**src/rtl/wmed_pkg.sv**
```systemverilog
// ----------------------------------------------------------------------------
// wmed_pkg
// Shared constants, opcodes and controller/datapath interface types for the
// windowed median block.
// ----------------------------------------------------------------------------
`default_nettype none

package wmed_pkg;

  // Default sizing
  localparam int DEPTH_DEF      = 32;
  localparam int VALUE_BITS_DEF = 24;

  // Configuration register
  localparam int CFG_W     = 6;
  localparam int WL_RESET  = 32;
  localparam int WL_MIN    = 2;

  // Input opcodes
  localparam int OPC_W = 1;
  localparam logic [OPC_W-1:0] OP_PUSH  = 1'b0;
  localparam logic [OPC_W-1:0] OP_EMPTY = 1'b1;

  // Controller to datapath commands
  typedef struct packed {
    logic accept;   // capture transaction, read oldest slot
    logic del;      // evict oldest slot, write new slot, advance pointer
    logic ins;      // insert new value into sorted list
    logic scan;     // rotate sorted list one lane, pick middle values
    logic load;     // load output register
  } dp_cmd_t;

  // Datapath to controller status
  typedef struct packed {
    logic scan_done;
  } dp_sts_t;

endpackage

`default_nettype wire

```
**src/rtl/wmed_datapath.sv**
```systemverilog
// ----------------------------------------------------------------------------
// wmed_datapath
// History slots, sorted list of valid values with per-lane insert/delete,
// rotating scan that picks the middle values, and the output register.
// ----------------------------------------------------------------------------
`default_nettype none

module wmed_datapath #(
  parameter int DEPTH      = wmed_pkg::DEPTH_DEF,
  parameter int VALUE_BITS = wmed_pkg::VALUE_BITS_DEF
) (
  input  wire                                logic clk,
  input  wire                                logic rst_n,
  input  wire                                logic cfg_wr_en,
  input  wire  logic [wmed_pkg::CFG_W-1:0]         cfg_wr_data,
  input  wire  logic [wmed_pkg::OPC_W-1:0]         in_opcode,
  input  wire  logic [VALUE_BITS-1:0]              in_value_in,
  input  wire  wmed_pkg::dp_cmd_t                  cmd,
  output       wmed_pkg::dp_sts_t                  sts,
  output       logic [VALUE_BITS-1:0]              out_median_out,
  output       logic [$clog2(DEPTH+1)-1:0]         out_valid_count,
  output       logic                               out_has_median
);

  localparam int IDX_W = (DEPTH > 1) ? $clog2(DEPTH) : 1;
  localparam int CNT_W = $clog2(DEPTH + 1);
  localparam int CMP_W = (CNT_W > wmed_pkg::CFG_W) ? CNT_W : wmed_pkg::CFG_W;
  localparam int WL_RST_I = (wmed_pkg::WL_RESET > DEPTH) ? DEPTH : wmed_pkg::WL_RESET;
  localparam logic [CNT_W-1:0] WL_RST = CNT_W'(WL_RST_I);

  // Control state
  logic [CNT_W-1:0]      wl_r;
  logic [IDX_W-1:0]      ptr_r;
  logic [CNT_W-1:0]      cnt_r;
  logic [DEPTH-1:0]      slot_vld_r;
  logic [IDX_W-1:0]      scan_r;

  // Payload registers
  logic [wmed_pkg::OPC_W-1:0] opc_r;
  logic [VALUE_BITS-1:0] val_r;
  logic [VALUE_BITS-1:0] old_val_r;
  logic [VALUE_BITS-1:0] lo_r;
  logic [VALUE_BITS-1:0] hi_r;
  logic [VALUE_BITS-1:0] sorted_r [DEPTH];
  logic [VALUE_BITS-1:0] slot_mem [DEPTH];

  logic [VALUE_BITS-1:0] med_r;
  logic [CNT_W-1:0]      cnt_out_r;
  logic                  has_r;

  // Config clamp to [WL_MIN, DEPTH]
  logic [CMP_W-1:0] cfg_ext;
  logic [CNT_W-1:0] wl_cfg;
  always_comb begin
    cfg_ext = CMP_W'(cfg_wr_data);
    if (cfg_ext < CMP_W'(wmed_pkg::WL_MIN)) begin
      wl_cfg = CNT_W'(wmed_pkg::WL_MIN);
    end else if (cfg_ext > CMP_W'(DEPTH)) begin
      wl_cfg = CNT_W'(DEPTH);
    end else begin
      wl_cfg = cfg_ext[CNT_W-1:0];
    end
  end

  // Pointer advance with wrap at window length
  logic [CNT_W-1:0] ptr_inc;
  logic [IDX_W-1:0] ptr_nxt;
  always_comb begin
    ptr_inc = CNT_W'(ptr_r) + CNT_W'(1);
    ptr_nxt = (ptr_inc >= wl_r) ? '0 : ptr_inc[IDX_W-1:0];
  end

  logic old_vld;
  logic is_push;
  assign old_vld = slot_vld_r[ptr_r];
  assign is_push = (opc_r == wmed_pkg::OP_PUSH);

  // Per-lane delete / insert / rotate candidates
  logic [DEPTH-1:0]      ge_old;
  logic [DEPTH-1:0]      gt_new;
  logic [VALUE_BITS-1:0] del_lane [DEPTH];
  logic [VALUE_BITS-1:0] ins_lane [DEPTH];
  logic [VALUE_BITS-1:0] rot_lane [DEPTH];

  always_comb begin
    for (int j = 0; j < DEPTH; j++) begin
      ge_old[j] = (CNT_W'(j) >= cnt_r) || (sorted_r[j] >= old_val_r);
      gt_new[j] = (CNT_W'(j) >= cnt_r) || (sorted_r[j] > val_r);
    end
  end

  for (genvar j = 0; j < DEPTH; j++) begin : g_lane
    // delete: lanes at or above the evicted value pull from above
    if (j < DEPTH - 1) begin : g_del
      assign del_lane[j] = ge_old[j] ? sorted_r[j+1] : sorted_r[j];
    end else begin : g_del_top
      assign del_lane[j] = sorted_r[j];
    end
    // insert: first lane above the new value takes it, later lanes shift up
    if (j == 0) begin : g_ins0
      assign ins_lane[j] = gt_new[j] ? val_r : sorted_r[j];
    end else begin : g_ins
      assign ins_lane[j] = !gt_new[j]  ? sorted_r[j] :
                           !gt_new[j-1] ? val_r : sorted_r[j-1];
    end
    // rotate toward lane 0
    assign rot_lane[j] = sorted_r[(j + 1) % DEPTH];
  end

  // Middle ranks
  logic [IDX_W-1:0] k_hi;
  logic [IDX_W-1:0] k_lo;
  always_comb begin
    k_hi = IDX_W'(cnt_r >> 1);
    k_lo = cnt_r[0] ? k_hi : (k_hi - IDX_W'(1));
  end

  // Median from the two picked values
  logic [VALUE_BITS:0] mid_sum;
  assign mid_sum = {1'b0, lo_r} + {1'b0, hi_r};

  // Slot memory: read oldest at accept, write new slot at evict
  always_ff @(posedge clk) begin
    if (cmd.accept) begin
      old_val_r <= slot_mem[ptr_r];
    end
    if (cmd.del && is_push) begin
      slot_mem[ptr_r] <= val_r;
    end
  end

  // Control state
  always_ff @(posedge clk) begin
    if (!rst_n) begin
      wl_r       <= WL_RST;
      ptr_r      <= '0;
      cnt_r      <= '0;
      slot_vld_r <= '0;
      scan_r     <= '0;
    end else begin
      if (cfg_wr_en) begin
        wl_r       <= wl_cfg;
        ptr_r      <= '0;
        cnt_r      <= '0;
        slot_vld_r <= '0;
      end else if (cmd.del) begin
        slot_vld_r[ptr_r] <= is_push;
        ptr_r             <= ptr_nxt;
        if (old_vld) begin
          cnt_r <= cnt_r - CNT_W'(1);
        end
      end else if (cmd.ins && is_push) begin
        cnt_r <= cnt_r + CNT_W'(1);
      end
      // scan counter
      if (cmd.ins) begin
        scan_r <= '0;
      end else if (cmd.scan) begin
        scan_r <= scan_r + IDX_W'(1);
      end
    end
  end

  // Transaction capture, sorted list and middle pick
  always_ff @(posedge clk) begin
    if (cmd.accept) begin
      opc_r <= in_opcode;
      val_r <= in_value_in;
    end
    if (cmd.del && old_vld) begin
      sorted_r <= del_lane;
    end else if (cmd.ins && is_push) begin
      sorted_r <= ins_lane;
    end else if (cmd.scan) begin
      sorted_r <= rot_lane;
    end
    if (cmd.scan && (scan_r == k_lo)) begin
      lo_r <= sorted_r[0];
    end
    if (cmd.scan && (scan_r == k_hi)) begin
      hi_r <= sorted_r[0];
    end
  end

  // Output register
  always_ff @(posedge clk) begin
    if (cmd.load) begin
      med_r     <= (cnt_r == '0) ? '0 : mid_sum[VALUE_BITS:1];
      cnt_out_r <= cnt_r;
      has_r     <= (cnt_r != '0);
    end
  end

  assign sts.scan_done  = (scan_r == IDX_W'(DEPTH - 1));
  assign out_median_out  = med_r;
  assign out_valid_count = cnt_out_r;
  assign out_has_median  = has_r;

endmodule

`default_nettype wire

```
**src/rtl/wmed_ctrl.sv**
```systemverilog
// ----------------------------------------------------------------------------
// wmed_ctrl
// Sequencer for one transaction: evict, insert, rotating scan, output load.
// Owns the input stall and the output valid.
// ----------------------------------------------------------------------------
`default_nettype none

module wmed_ctrl (
  input  wire  logic              clk,
  input  wire  logic              rst_n,
  input  wire  logic              in_valid,
  output       logic              in_stall,
  output       logic              out_valid,
  input  wire  logic              out_stall,
  input  wire  wmed_pkg::dp_sts_t sts,
  output       wmed_pkg::dp_cmd_t cmd
);

  typedef enum logic [2:0] {
    S_IDLE,
    S_DEL,
    S_INS,
    S_SCAN,
    S_DONE
  } state_t;

  state_t state_r;
  state_t state_nxt;
  logic   out_valid_r;
  logic   out_free;

  // output register can take a new result
  assign out_free = !out_valid_r || !out_stall;

  // Next state and commands
  always_comb begin
    state_nxt  = state_r;
    cmd        = '0;
    unique case (state_r)
      S_IDLE: begin
        if (in_valid) begin
          cmd.accept = 1'b1;
          state_nxt  = S_DEL;
        end
      end
      S_DEL: begin
        cmd.del   = 1'b1;
        state_nxt = S_INS;
      end
      S_INS: begin
        cmd.ins   = 1'b1;
        state_nxt = S_SCAN;
      end
      S_SCAN: begin
        cmd.scan = 1'b1;
        if (sts.scan_done) begin
          state_nxt = S_DONE;
        end
      end
      S_DONE: begin
        if (out_free) begin
          cmd.load  = 1'b1;
          state_nxt = S_IDLE;
        end
      end
      default: begin
        state_nxt = S_IDLE;
      end
    endcase
  end

  // State and output valid
  always_ff @(posedge clk) begin
    if (!rst_n) begin
      state_r     <= S_IDLE;
      out_valid_r <= 1'b0;
    end else begin
      state_r <= state_nxt;
      if (cmd.load) begin
        out_valid_r <= 1'b1;
      end else if (!out_stall) begin
        out_valid_r <= 1'b0;
      end
    end
  end

  assign in_stall  = (state_r != S_IDLE);
  assign out_valid = out_valid_r;

endmodule

`default_nettype wire

```
**src/rtl/windowed_median_with_empty_slots_top.sv**
```systemverilog
// The input stalls from acceptance until the result is loaded, so one transaction
//   is in flight at a time, its pace set by the rotating scan of the sorted list,
//   one lane per cycle.
// A finished result waits in the output register while the next one is taken.
// Reset (synchronous, rst_n low): window length 32 clamped to DEPTH, all slots
//   empty, pointer and valid count zero; no clearing pass is needed.
// ----------------------------------------------------------------------------
// windowed_median_with_empty_slots_top
// Sliding-window median over history slots that may be empty; controller and
// datapath joined by command/status structs.
// ----------------------------------------------------------------------------
`default_nettype none

module windowed_median_with_empty_slots_top #(
  parameter int DEPTH      = wmed_pkg::DEPTH_DEF,
  parameter int VALUE_BITS = wmed_pkg::VALUE_BITS_DEF
) (
  input  wire  logic                           clk,
  input  wire  logic                           rst_n,
  // configuration
  input  wire  logic                           cfg_wr_en,
  input  wire  logic [wmed_pkg::CFG_W-1:0]     cfg_wr_data,
  // input channel
  input  wire  logic                           in_valid,
  output       logic                           in_stall,
  input  wire  logic [wmed_pkg::OPC_W-1:0]     in_opcode,
  input  wire  logic [VALUE_BITS-1:0]          in_value_in,
  // result channel
  output       logic                           out_valid,
  input  wire  logic                           out_stall,
  output       logic [VALUE_BITS-1:0]          out_median_out,
  output       logic [$clog2(DEPTH+1)-1:0]     out_valid_count,
  output       logic                           out_has_median
);

  wmed_pkg::dp_cmd_t cmd;
  wmed_pkg::dp_sts_t sts;

  // Sequencer
  wmed_ctrl u_ctrl (
    .clk       (clk),
    .rst_n     (rst_n),
    .in_valid  (in_valid),
    .in_stall  (in_stall),
    .out_valid (out_valid),
    .out_stall (out_stall),
    .sts       (sts),
    .cmd       (cmd)
  );

  // Storage and arithmetic
  wmed_datapath #(
    .DEPTH      (DEPTH),
    .VALUE_BITS (VALUE_BITS)
  ) u_datapath (
    .clk             (clk),
    .rst_n           (rst_n),
    .cfg_wr_en       (cfg_wr_en),
    .cfg_wr_data     (cfg_wr_data),
    .in_opcode       (in_opcode),
    .in_value_in     (in_value_in),
    .cmd             (cmd),
    .sts             (sts),
    .out_median_out  (out_median_out),
    .out_valid_count (out_valid_count),
    .out_has_median  (out_has_median)
  );

endmodule

`default_nettype wire

```
**config.mk**
```make
export PLATFORM = sky130hd
export DESIGN_NAME = windowed_median_with_empty_slots_top
export DESIGN_NICKNAME = d
export VERILOG_FILES = /design/src/rtl/wmed_pkg.sv /design/src/rtl/wmed_datapath.sv /design/src/rtl/wmed_ctrl.sv /design/src/rtl/windowed_median_with_empty_slots_top.sv
export SDC_FILE = /design/constraint.sdc
export NUM_CORES = 2
export LEC_CHECK = 0
export BUFFER_PORTS_ARGS = -buffer_cell sky130_fd_sc_hd__clkbuf_2
export CAP_MARGIN = 10
export CORE_MARGIN = 2
export CORE_UTILIZATION = 25
export CTS_CLUSTER_DIAMETER = 40
export CTS_CLUSTER_SIZE = 24
export DETAILED_ROUTE_END_ITERATION = 6
export PLACE_DENSITY_LB_ADDON = 0.1
export SYNTH_ARGS = -nofsm -noshare
export SYNTH_HDL_FRONTEND = slang
export SYNTH_SLANG_ARGS = --single-unit
```
**constraint.sdc**
```tcl
create_clock -name clk -period 9.3 [get_ports clk]
set_clock_uncertainty 0.05 [all_clocks]
set_input_delay 0.465 -clock clk [delete_from_list [all_inputs] [get_ports clk]]
set_output_delay 0.465 -clock clk [all_outputs]
set_load 0.05 [all_outputs]
```
## Word level (Yosys, flattened, before mapping)

Memories as Yosys holds them, arrays and structs flattened. A register that Yosys moved wholly into a read port is not among the register bits.
Cells that the tools add are included.
W data, S select, Z words.

- Add/sub/neg operators: 6
- Order comparisons: 100
- Equality and inequality tests: 75
- Muxes and demuxes: 124
- Bitwise gates (word level): 3
- Reduce and logical (&&, ||, !) cells: 115

Operator list:

| cell | count |
|---|---|
| $mux W768 | 3 |
| $mux W24 | 94 |
| $gt A24 B24 Y1 | 32 |
| $ge A24 B24 Y1 | 31 |
| $reduce_and A3 Y1 | 33 |
| $ge A5 B6 Y1 const A | 16 |
| $ne A3 B2 Y1 const B | 31 |
| $ne A2 B1 Y1 const B | 34 |
| $logic_or A1 B1 Y1 | 64 |
| $ge A4 B6 Y1 const A | 8 |
| $bwmux W32 | 1 |
| $mux W6 | 5 |
| $add A24 B24 Y25 | 1 |
| $ge A3 B6 Y1 const A | 4 |
| $pmux W3 S5 | 1 |
| $mux W1 | 13 |
| $ge A1 B6 Y1 const A | 2 |
| $ge A2 B6 Y1 const A | 2 |
| $eq A5 B5 Y1 | 2 |
| $mux W5 | 2 |
| $mux W3 | 3 |
| $add A5 B1 Y6 const B | 1 |
| $add A6 B1 Y6 const B | 1 |
| $eq A3 B2 Y1 const B | 2 |
| 24 further kinds | 37 |

- Register bits after elaboration: 930
- Bits in writable memories: 768
- Input port bits: 36
- Output and inout bits: 33
- Word-level logic and storage cells: 470
- Memories: 1

Memory list:

| name | depth | bits a word | read ports | clocked after memory_dff | wr ports | RTL line | text |
|---|---|---|---|---|---|---|---|
| u_datapath.slot_mem | 32 | 24 | 1 | 1 | 1 | wmed_datapath.sv:45 | `logic [VALUE_BITS-1:0] slot_mem [DEPTH];` |

## Depth between registers and ports, before layout

- Depth after elaboration: 6
- Gate-level depth with buffers: 13
- Mapped depth without buffers: 10

## Modules after synthesis

Synthesis repeated with hierarchy kept, for this count alone.

- Cell total of the unflattened synthesis: 9192
- Area, all modules: 108723.0 um^2

By module, submodules not included:

| module | times used | cells an instance | area an instance (um^2) | sequential area each (um^2) |
|---|---|---|---|---|
| wmed_datapath | 1 | 9166 | 108501.6 | 51049.0 |
| wmed_ctrl | 1 | 26 | 221.5 | 80.1 |

## Worst setup path after synthesis

OpenSTA, ideal clock, no wires.

- Path kind: reg-to-reg
- Start point: reg u_datapath.val_r[23]
- End point: reg u_datapath.sorted_r, in the netlist u_datapath.rot_lane[744] (enable)
- Library setup time: 450 ps
- Arrival time: 5107 ps
- Required time: 8800 ps
- Path slack: 3693 ps
- Stages on the path, launching flop included: 11
- Buffers on the path: 1
- Clock period less this slack: 5607 ps
- Cells stage by stage: edfxtp_1 > clkbuf_1 > inv_1 > ha_1 > nand4_1 > or2_2 > nor4_1 > o31ai_1 > o2111ai_1 > nand2_1 > a311oi_1

- Word-level cells in the longest chain between the ends: 4

Ends and longest elaborated chain:

| element | RTL line | text |
|---|---|---|
| start: declaration | wmed_datapath.sv:40 | `logic [VALUE_BITS-1:0] val_r;` |
| start signal: assignment | wmed_datapath.sv:168 | `val_r <= in_value_in;` |
| $gt A24 B24 Y1 | wmed_datapath.sv:88 | `gt_new[j] = (CNT_W'(j) >= cnt_r) \|\| (sorted_r[j] > val_r);` |
| $logic_or A1 B1 Y1 | wmed_datapath.sv:88 |  |
| $ne A3 B2 Y1 (no source line) | n/a |  |
| $reduce_and A3 Y1 (no source line) | n/a |  |
| end signal: assignment | wmed_datapath.sv:171 | `sorted_r <= del_lane;` |
| end signal: assignment | wmed_datapath.sv:173 | `sorted_r <= ins_lane;` |
| end signal: assignment | wmed_datapath.sv:175 | `sorted_r <= rot_lane;` |
| end: declaration | wmed_datapath.sv:44 | `logic [VALUE_BITS-1:0] sorted_r [DEPTH];` |

Every way passes these cells.
A chain may end at the register's enable or synchronous reset.

## Worst setup path after layout

- Start point: reg u_datapath.val_r[14]
- End point: reg u_datapath.sorted_r, in the netlist u_datapath.rot_lane[98] (data pin)

- Word-level cells in the longest chain between the ends: 6

Ends and longest elaborated chain:

| element | RTL line | text |
|---|---|---|
| $gt A24 B24 Y1 | wmed_datapath.sv:88 |  |
| $logic_or A1 B1 Y1 | wmed_datapath.sv:88 |  |
| $mux W24 | wmed_datapath.sv:104 | `!gt_new[j-1] ? val_r : sorted_r[j-1];` |
| $mux W24 | wmed_datapath.sv:103 | `assign ins_lane[j] = !gt_new[j] ? sorted_r[j] :` |
| $mux W768 | wmed_datapath.sv:172 | `end else if (cmd.ins && is_push) begin` |
| $mux W768 | wmed_datapath.sv:170 | `if (cmd.del && old_vld) begin` |

Every way passes these cells. The select of a mux whose other input is x is not followed.

==> impl_results.md <==
- Status: finished with violations
- Failing checks: antenna rules
- CTS sink cnt: 1722
- CP Class: flop to flop
- Max Root-Sink Buffers: 4
- Final hold vios: 0
- Arrival time at the worst endpoint: 6.43 ns
- Final TNS setup: 0 ns
- P_sw: 8170 uW
- CTS resizes: 0
- GP Congestion: 0.868
- Fraction of the mapped netlist area in simple logic gates: 0.102
- Syn_nets: 11400
- YS warnings: 0
- Peak Freq: 171 MHz
- Number of global-route vias before repair: 89700
- Tot GR Track Use: 0.235
- Clock Tree Root: clkbuf_16
- Core area: 0.445 mm2
- Initial antenna violation count: 53
- 1st-iter DRT viols: 9520
- IO buf count: 68
- Post-synthesis compound-gate area fraction: 0.166
- Setup violators final: 0
- VDD IR max: 0.157 mV
- Finished Cell Area: 0.134 mm2
- Clk network pwr share: 0.498
- Synth cell types: 88
- Largest net degree at the start of global routing: 195
- Routed WL per cell: 33.5 um
- Starting Density: 0.251
- Die W: 672 um
- Post-synthesis register bit count: 1722
- Synth area leaders: edfxtp_1 45%, ha_1 17%, mux4_2 3.9%
- Worst Setup Start Kind: flop
- XOR/XNOR Fraction of Synth Area: 0.00228
- Largest family of logic cells by synthesized area: adder cells
- Worst Hold Class: input port to flop
- RSZ-0062 raised after global routing: no
- Synth area leader: edfxtp_1
- Die Area: 0.451 mm2
- Avg Inst Size Synth: 11.4 um2
- Comb power frac: 0.152
- Gr ovfl total: 0
- Vias: 90700
- Residual DRC: 0
- Asr flop ratio synth: 0
- Cells after DPL: 15600
- Max H-tree Level: 5
- Num ports: 69
- ANT nets after route: 1
- Worst Tran Pin Value: 1.29 ns
- Layout fillers: 45200
- Site row count: 245
- Critical Path End Type: flop
- DP Wirelength: 372 mm
- Cell area power density: 209 mW/mm2
- Mapped Area: 0.112 mm2
- Seq/Total Area, Yosys: 0.458
- Post-Layout Cell Count: 16300
- Latest clock arrival within the worst-skew pair: 0.99 ns
- CTS tree: done
- CP max FO: 31
- Relative slew slack: 0.140
- Final Cycle Share: 0.629
- CP Data Required Time: 9.88 ns
- Area grow syn2layout: 19.9%
- TritonRoute pass-1 iters: 6
- Adder-Cell Fraction of Synth Area: 0.175
- Post-synth EDFFs: 1664
- Dpl cell area: 0.120 mm2
- Die Ht: 672 um
- First-pass GRT wire length: 749 mm
- Reg power frac: 0.350
- Synth Flop Type: edfxtp_1
- Sw Share: 0.292
- Top cell type's share of synthesized area: 0.448
- Drt total wl: 547 mm
- CTS clk-pin slew, worst paths: 0.06 ns
- Vias/cell: 5.55
- Max Cap Violations: 0
- Mapped Cells: 9783
- Min Clock Period, post-route: 5.85 ns
- Pleak: 0.0501 uW
- CTS Buf Count: 383
- Slew Limit Fails: 0
- Layout cells sized above 1: 0.141
- Post-synthesis mux area share: 0.0727
- Int Power: 19800 uW
- Final nets: 11700
[cell families after synthesis]
| kind of cell | count (synthesis) |
|---|---|
| DFF | 1722 |
| xor gates and xnor gates | 29 |
| adders and majority gates | 1556 |
| AOI/OAI and AO/OA | 2841 |
| muxes | 568 |
| buffers and inverters | 670 |
| and+or+nand+nor | 2397 |
[power by group through the flow]
stage / sequential, uW / clock, uW / combinational [uW]
finish: 9780 / 14000 / 4250
global route: 9790 / 14500 / 4690
CTS: 9770 / 14200 / 4220
detailed placement: 9910 / 0 / 4180
global placement: 9910 / 0 / 4050
floorplan: 9520 / 0 / 2540
[cells in the final DEF, fill, tap and decap left out, types with 76 or more instances in the layout]
cell	instances
a21o_1	396
nor3_1	242
nor2_1	489
inv_1	76
o21ai_0	625
a21oi_1	662
clkbuf_16	390
o22ai_1	122
a22oi_1	123
nor2b_1	136
mux4_2	194
clkinv_2	91
nand3_1	103
ha_1	1555
edfxtp_1	1664
buf_4	304
o221a_2	119
o221ai_1	117
mux2i_1	374
nand2_1	828
o21ai_1	187
nand4_1	317
o211ai_1	97
[routing by layer]
| metal | vias to the layer above | global-route usage | routed length (um) |
|---|---|---|---|
| li1 | 39500 | - | - |
| met1 | 46600 | 0.313 | 238000 |
| met2 | 3514 | 0.385 | 253000 |
| met3 | 939 | 0.0337 | 32300 |
| met4 | 8 | 0.0885 | 22900 |
| met5 | - | 0 | 50 |
[synth_stat cells (all sizes together) (119+ instances only)]
cell type,count
o21ai,821
nand2,829
edfxtp,1664
mux2i,374
ha,1555
nor2,518
a21o,396
o221a,119
a21oi,672
mux4,194
nor3,249
clkbuf,383
buf,151
inv,136
o22ai,122
nand4,317
nor2b,136
a22oi,123
[metrics by stage]
| step | util | setup WS (ns) | power, uW | hold slack, ns |
|---|---|---|---|---|
| final | 0.301 | 3.45 | 28000 | 0.192 |
| after detailed placement | 0.270 | 3.63 | 14100 | 0.420 |
| after global placement | 0.270 | 3.65 | 14000 | 0.411 |
| after global routing | 0.301 | 3.25 | 29000 | 0.171 |
| after floorplan | - | 3.69 | 12100 | 0.374 |
| after CTS | 0.301 | 3.50 | 28200 | 0.119 |
[worst max-delay path, stage by stage, from the launching register on]
cell	delay (ns)
edfxtp_1	0.32
buf_4	0.54
clkinv_2	0.64
buf_4	0.42
buf_4	0.27
ha_1	0.35
nand4_1	0.14
or2_1	0.16
nor2_1	0.05
buf_4	0.18
o21ai_1	0.11
a31oi_1	0.13
a2111oi_2	0.46
nand3_1	0.94
o221a_2	0.59
[what timing repair did]
item / CTS / global route
hold buffers: 48 / 0
hold endpoints to repair: 39 / 0
buffers inserted: 0 / 0
[area by class of cell]
cell class | count | area [um2] | area share
multi-input cells | 7391 | 58200 | 0.435
flip-flops and latches | 1722 | 51100 | 0.382
clock buffers | 444 | 9990 | 0.0747
well taps | 5928 | 7420 | 0.0554
repair buffers | 429 | 3300 | 0.0247
clock inverters | 257 | 3090 | 0.0231
inverters | 136 | 539 | 0.00403
diodes | 19 | 47.5 | 0.000355
[worst paths after layout]
kind | startpoint | slack, ns | cells after the start | to
setup / recovery | u_datapath.val_r[14] | 3.45 | 14 | u_datapath.rot_lane[98]
hold / removal | in_value_in[2] | 0.19 | 2 | u_datapath.val_r[2]
setup reg to reg | u_datapath.val_r[14] | 3.45 | 14 | u_datapath.rot_lane[98]
hold reg to reg | u_datapath.slot_vld_r[16] | 0.42 | 2 | u_datapath.slot_vld_r[16]
[state kept, by name, indices dropped and copies added (netlist names)]
name                        flops
u_datapath.slot_mem           768
u_datapath.rot_lane           744
u_datapath.slot_vld_r          32
u_datapath.del_lane            24
u_datapath.hi_r                24
u_datapath.lo_r                24
u_datapath.old_val_r           24
u_datapath.out_median_out      24
u_datapath.val_r               24
u_datapath.cnt_r                6
u_datapath.out_valid_count      6
u_datapath.wl_r                 6
u_datapath.ptr_r                5
u_datapath.scan_r               5
u_ctrl.state_r                  3
u_ctrl.out_valid                1
u_datapath.opc_r                1
u_datapath.out_has_median       1
(Power assumes the default switching activity.)
